## src/rtl/core/cbe_pkg.sv

```systemverilog
// shared types and constants for the cubic bezier easing evaluator
`timescale 1ns / 1ps
package cbe_pkg;

  // fixed point format
  localparam int FRAC_BITS = 16;
  localparam int ONE_INT   = 1 << FRAC_BITS;

  // field widths
  localparam int X_W    = 17;  // unsigned q.16 in [0, one]
  localparam int Y_W    = 19;  // signed q3.16
  localparam int VAL_W  = 32;  // signed q16.16
  localparam int CFG_W  = 32;
  localparam int CFG_IDX_W = 3;

  // arithmetic widths
  localparam int COEF_W  = 24;
  localparam int MUL_A_W = 33;
  localparam int MUL_B_W = 24;
  localparam int MUL_P_W = MUL_A_W + MUL_B_W;
  localparam int NUM_W   = 40;
  localparam int DEN_W   = 26;
  localparam int QUO_W   = NUM_W + 2;

  // default sizes
  localparam int SAMPLE_COUNT_DEF      = 11;
  localparam int NEWTON_ITERATIONS_DEF = 4;
  localparam int BISECT_ITERATIONS_DEF = 10;

  // register indexes
  localparam logic [CFG_IDX_W-1:0] CFG_CTRL_X1   = 3'd0;
  localparam logic [CFG_IDX_W-1:0] CFG_CTRL_Y1   = 3'd1;
  localparam logic [CFG_IDX_W-1:0] CFG_CTRL_X2   = 3'd2;
  localparam logic [CFG_IDX_W-1:0] CFG_CTRL_Y2   = 3'd3;
  localparam logic [CFG_IDX_W-1:0] CFG_START     = 3'd4;
  localparam logic [CFG_IDX_W-1:0] CFG_DELTA     = 3'd5;
  localparam logic [CFG_IDX_W-1:0] CFG_MIN_SLOPE = 3'd6;
  localparam logic [CFG_IDX_W-1:0] CFG_PRECISION = 3'd7;

  typedef enum logic [3:0] {
    ST_IDLE,
    ST_BUILD,
    ST_SCAN_RD,
    ST_SCAN_PREV,
    ST_SCAN,
    ST_GUESS_MUL,
    ST_GUESS_DS,
    ST_GUESS_DW,
    ST_SLOPE0,
    ST_NT_SLOPE,
    ST_NT_CURVE,
    ST_NT_DW,
    ST_BI_CURVE,
    ST_Y_CURVE,
    ST_OUT_MUL,
    ST_OUT_SUM
  } state_e;

endpackage

```

## src/rtl/core/cbe_div.sv

```systemverilog
// radix-2 restoring divider giving a rounded signed quotient
`timescale 1ns / 1ps
module cbe_div import cbe_pkg::*; (
  input  logic                    clk_i,
  input  logic                    rst_ni,
  input  logic                    start_i,
  input  logic signed [NUM_W-1:0] num_i,
  input  logic signed [DEN_W-1:0] den_i,
  output logic                    done_o,
  output logic signed [QUO_W-1:0] quo_o
);

  localparam int CNT_W = $clog2(QUO_W + 1);

  logic signed [NUM_W:0]   nn;
  logic signed [DEN_W:0]   dd;
  logic signed [QUO_W-1:0] big_n;
  logic [DEN_W+1:0]        d2;
  logic [QUO_W-1:0]        mag;
  logic [DEN_W+2:0]        trial;
  logic                    ge;
  logic [DEN_W+2:0]        rem_d;

  logic [QUO_W-1:0] quo_q;
  logic [DEN_W+2:0] rem_q;
  logic [DEN_W+1:0] d_q;
  logic             neg_q;
  logic [CNT_W-1:0] cnt_q;
  logic             busy_q;
  logic             done_q;

  // round(n/d) = floor((2n+d)/(2d)) with d made positive
  always_comb begin
    nn = {num_i[NUM_W-1], num_i};
    dd = {den_i[DEN_W-1], den_i};
    if (den_i[DEN_W-1]) begin
      nn = -nn;
      dd = -dd;
    end
    d2    = {dd[DEN_W:0], 1'b0};
    big_n = QUO_W'({nn, 1'b0}) + QUO_W'(dd);
    if (big_n[QUO_W-1]) begin
      mag = QUO_W'(-big_n) + QUO_W'(d2) - QUO_W'(1);
    end else begin
      mag = big_n;
    end
    trial = {rem_q[DEN_W+1:0], quo_q[QUO_W-1]};
    ge    = trial >= {1'b0, d_q};
    rem_d = ge ? trial - {1'b0, d_q} : trial;
  end

  always_ff @(posedge clk_i or negedge rst_ni) begin
    if (!rst_ni) begin
      busy_q <= 1'b0;
      done_q <= 1'b0;
      cnt_q  <= '0;
    end else begin
      done_q <= 1'b0;
      if (start_i) begin
        busy_q <= 1'b1;
        cnt_q  <= CNT_W'(QUO_W);
      end else if (busy_q) begin
        cnt_q <= cnt_q - CNT_W'(1);
        if (cnt_q == CNT_W'(1)) begin
          busy_q <= 1'b0;
          done_q <= 1'b1;
        end
      end
    end
  end

  always_ff @(posedge clk_i) begin
    if (start_i) begin
      quo_q <= mag;
      rem_q <= '0;
      d_q   <= d2;
      neg_q <= big_n[QUO_W-1];
    end else if (busy_q) begin
      rem_q <= rem_d;
      quo_q <= {quo_q[QUO_W-2:0], ge};
    end
  end

  assign done_o = done_q;
  assign quo_o  = neg_q ? -$signed(quo_q) : $signed(quo_q);

endmodule

```

## config.mk

```make
export PLATFORM = sky130hd
export DESIGN_NAME = cbe_div
export DESIGN_NICKNAME = d
export VERILOG_FILES = /design/src/rtl/core/cbe_pkg.sv /design/src/rtl/core/cbe_div.sv
export SDC_FILE = /design/constraint.sdc
export NUM_CORES = 1
export LEC_CHECK = 0
export ABC_AREA = 0
export BUFFER_PORTS_ARGS = -buffer_cell sky130_fd_sc_hd__buf_4
export CAP_MARGIN = 20
export CORE_MARGIN = 1.5
export CORE_UTILIZATION = 26
export CTS_CLUSTER_SIZE = 14
export DETAILED_ROUTE_END_ITERATION = 8
export PLACE_DENSITY_LB_ADDON = 0.05
export SETUP_SLACK_MARGIN = 0.1
export SYNTH_ARGS = -nofsm -noshare
export SYNTH_HDL_FRONTEND = slang
export SYNTH_SLANG_ARGS = --single-unit
```

## constraint.sdc

```tcl
create_clock -name clk_i -period 5.4 [get_ports clk_i]
set_input_delay 1.35 -clock clk_i [delete_from_list [all_inputs] [get_ports clk_i]]
set_output_delay 1.35 -clock clk_i [all_outputs]
set_load 0.05 [all_outputs]
```

==> out/metrics.csv <==
stage;metric;value;unit
critical_path;crit path to;quo_q[41];
synthesis;Synth Register Bits;106;
critical_path;RR Startpoint;rem_q[0];
timing;Worst Tran Pin Value;1.07;ns
timing;Fin. Hold Viols;0;
timing;sum of negative setup slack;-34.56;ns
timing;post-layout min period;6.53;ns
detailed_routing;drt wl/cell;16.1;µm
synthesis;post-synth design cell area;12700;µm²
timing;Slew Viols, Final;0;
clock_tree;Post-CTS Hold Fix Bufs;0;
power_and_ir_drop;Comb pwr share;73.7;%
flow_run;Max Cap Violations;0;
clock_tree;Num CTS Buffers;9;
clock_tree;CTS tree;yes;
floorplanning;Die Height;224;µm
finish;layout cell share with drive strength beyond 1;39.7;%
global_routing;initial antenna violation count;0;
synthesis;Main synth FF type;edfxtp_1;
place;RePlAce Congestion;0.817;
synthesis;post-synthesis cell type count;109;
finish;Final Cell Area;19700;µm²
detailed_routing;DRC violations left;0;
critical_path;critical path class;in2reg;
critical_path;CP Max Fanout;5;
detailed_routing;DR iter-0 viols;592;
power_and_ir_drop;Seq pwr share;18.1;%
timing;Final WS setup;-1.13;ns
critical_path;largest stage delay on the critical path;0.53;ns
floorplanning;Top Ports;112;
global_routing;via count of the first global-routing pass;13000;
timing;RSZ-0062 raised after global routing;yes;
run_status;status;finished, violations left;
clock_tree;H-Tree Depth;3;
place;hpwl dp;36000;µm
clock_tree;later-pin clock latency in the skew report;0.37;ns
detailed_routing;via/cell ratio;4.79;
synthesis;mean area per synthesized cell;8.07;µm²
synthesis;part of the Yosys area used for sequential elements;22.5;%
timing;period utilization;121;%
detailed_routing;First-pass DRT Iterations;5;
power_and_ir_drop;NetSw;3.87;mW
floorplanning;Core Rows;80;
timing;Slew headroom;28.4;%
power_and_ir_drop;Leakage;8.59;nW
clock_tree;clk buf depth;2;
run_status;failing checks;setup timing;
clock_tree;clock-pin slew on the worst setup and hold paths;0.07;ns
clock_tree;Root Driver;clkbuf_16;
detailed_routing;via count of the routed design;13200;
floorplanning;full die area;50300;µm²
clock_tree;TritonCTS Sinks;106;
global_routing;global-route wire length before repair;71100;µm
floorplanning;core area;48000;µm²
detailed_routing;DRT Wirelength;44400;µm
finish;final non-filler cell total;2764;
detailed_routing;DRT antenna net count;0;
global_routing;GRT Total Usage;17.7;%
power_and_ir_drop;Peak VDD IR;0.000314;V
power_and_ir_drop;clock group share of total power;8.1;%
global_routing;pin count of the biggest net entering global routing;75;
critical_path;slowest stage cell on the critical path;o41a_4;
power_and_ir_drop;Sw Share;46.9;%
place;port buffer count;111;
finish;P&R area growth vs syn;54.3;%
floorplanning;Die Width;224;µm
synthesis;Yosys warning total;0;
critical_path;Startpoint Class;input pin;
synthesis;asr flop ratio synth;7.55;%
timing;Final setup viols;43;
critical_path;crit path DAT;6.66;ns
timing;clock skew;0.00670;ns
critical_path;crit path launch;num_i[0];
min_path;Hold WC Path Type;reg2reg;
place;number of instances in the placed design;2671;
power_and_ir_drop;Power Internal;4.38;mW
global_routing;GR Overflow Total;0;
critical_path;CP required;5.52;ns
floorplanning;Initial Util;26.5;%
finish;Antenna Cells;0;
min_path;Min-Delay Startpoint;rem_q[27];
critical_path;CP Capture Type;flop;
synthesis;Post-synth EDFFs;70;
finish;Nets;2300;
critical_path;R2R setup slack;0.69;ns
critical_path;cell mode on critical path;buf_4;
power_and_ir_drop;PwrDens;420;nW/µm²
finish;fillers;4991;
synthesis;Mapped Cells;1578;
timing;Max Freq;153;MHz
critical_path;Reg2Reg Depth;21;
place;Placed Instance Area;17500;µm²
critical_path;worst reg2reg endpoint;rem_q[15];
-- area by class of cell --
class	instances	area [µm²]	area share, %
multi-input combinational	1326	10500	53.6
clock buffer	11	233	1.18
timing repair buffer	600	4800	24.4
sequential	106	2860	14.6
clock inverter	5	55.1	0.280
inverter	101	394	2.01
tap	615	769	3.91
-- cells in the mapped netlist, types with 7 or more instances --
master	count	share of area, %
nor4_1	12	0.59
o21a_1	12	0.71
o211ai_1	8	0.47
edfxtp_1	70	16
and3_1	13	0.64
a31oi_1	21	1.0
clkbuf_1	51	1.5
a21boi_0	8	0.47
nor2_1	156	4.6
xnor2_1	163	11
nor3_1	31	1.2
nor2b_1	17	0.83
o21ai_0	76	3.0
a21o_1	36	2.1
o41ai_1	12	0.82
or2_2	12	0.59
nand4_1	21	1.0
o21bai_1	12	0.71
nand3_1	28	1.1
a311o_1	7	0.55
ha_1	84	8.2
xor2_1	47	3.2
inv_1	100	2.9
and2_1	11	0.54
nand2_1	116	3.4
dfxtp_1	28	4.4
or3_1	22	1.1
a311oi_1	7	0.48
o22ai_1	7	0.34
a21oi_1	111	4.4
o21ai_1	10	0.39
or4_1	12	0.71
mux2i_1	24	1.9
nand2b_1	18	0.88
o31ai_1	29	1.7
dfrtp_1	8	1.6
a211oi_1	32	1.9
-- kinds of logic (layout without fill, tap and decap cells) --
family	count (synthesis)	count (layout)	synth area share (%)
AND/OR/NAND/NOR	507	507	20.0
buffers and inverters	162	717	4.92
flip-flops	106	106	22.5
adder cells (fa/ha/maj)	94	94	9.33
XOR/XNOR	214	214	15.1
multiplexers	30	30	2.42
AO/OA/AOI/OAI	464	464	25.8
other	1	17	0.0294
-- per-layer routing --
metal  vias up  part of all wire (%)  track usage, %
met5         -                     0               0
met2       138                    44            27.5
met3        21                   1.9            1.40
met1      6170                    53            26.7
li1       6903                     -               -
met4         0                   1.1            3.16
-- metrics by stage --
step,hold WS (ns),power (mW),setup WS (ns),util (%)
6_report,0.483,8.25,-1.13,40.9
5_1_grt,0.531,8.87,-1.45,40.9
4_1_cts,0.485,8.03,-1.12,39.5
3_5_place_dp,0.479,6.81,-1.78,36.4
3_3_place_gp,0.471,6.79,-1.70,36.4
2_1_floorplan,0.448,4.84,-1.39,-
-- layout by cell type, fill, tap and decap left out, types with 36 or more instances in the layout --
cell type,netlist,final
xnor2_1,163,145
buf_4,2,553
edfxtp_1,70,70
a21o_1,36,36
nor2_1,156,138
ha_1,84,76
inv_1,100,90
o21ai_0,76,57
a21oi_1,111,86
nand2_1,116,107
xor2_1,47,41
-- state kept, by name, summed over array words and instances, names as in the netlist --
register  cells
cnt_q         6
done_o        1
rem_q        28
d_q          27
quo_q        42
neg_q         1
busy_q        1
-- critical path, delay by kind of cell --
family | cells | cell delay [ns]
compound gates | 15 | 2.87
fa+ha+maj | 4 | 0.98
buf+inv | 5 | 0.64
simple gates | 2 | 0.42
xor+xnor | 2 | 0.37
-- worst min-delay path by stage --
stage                            to  slack [ns]  cells after the start
after floorplan           rem_q[27]        0.45                      2
after global placement    rem_q[27]        0.47                      2
after detailed placement  rem_q[27]        0.48                      2
after CTS                 rem_q[27]        0.48                      2
after global routing       rem_q[7]        0.53                      2
final                     rem_q[27]        0.48                      2
-- power by group through the flow --
stage	logic, mW	clock network (mW)	registers [mW]
floorplan	3.44	0	1.41
global placement	5.28	0	1.51
detailed placement	5.30	0	1.51
CTS	5.83	0.694	1.50
global route	6.60	0.723	1.55
finish	6.09	0.670	1.50
-- timing repair --
| action | 4_1_cts | 5_1_grt |
|---|---|---|
| pin swaps | 87 | 83 |
| setup buffers | 51 | 26 |
| setup endpoints to repair | 43 | 62 |
| hold endpoints to repair | 0 | 0 |
| cloned | 3 | 0 |
| gates resized for setup | 169 | 107 |
Power figures use the tool's default switching activity.
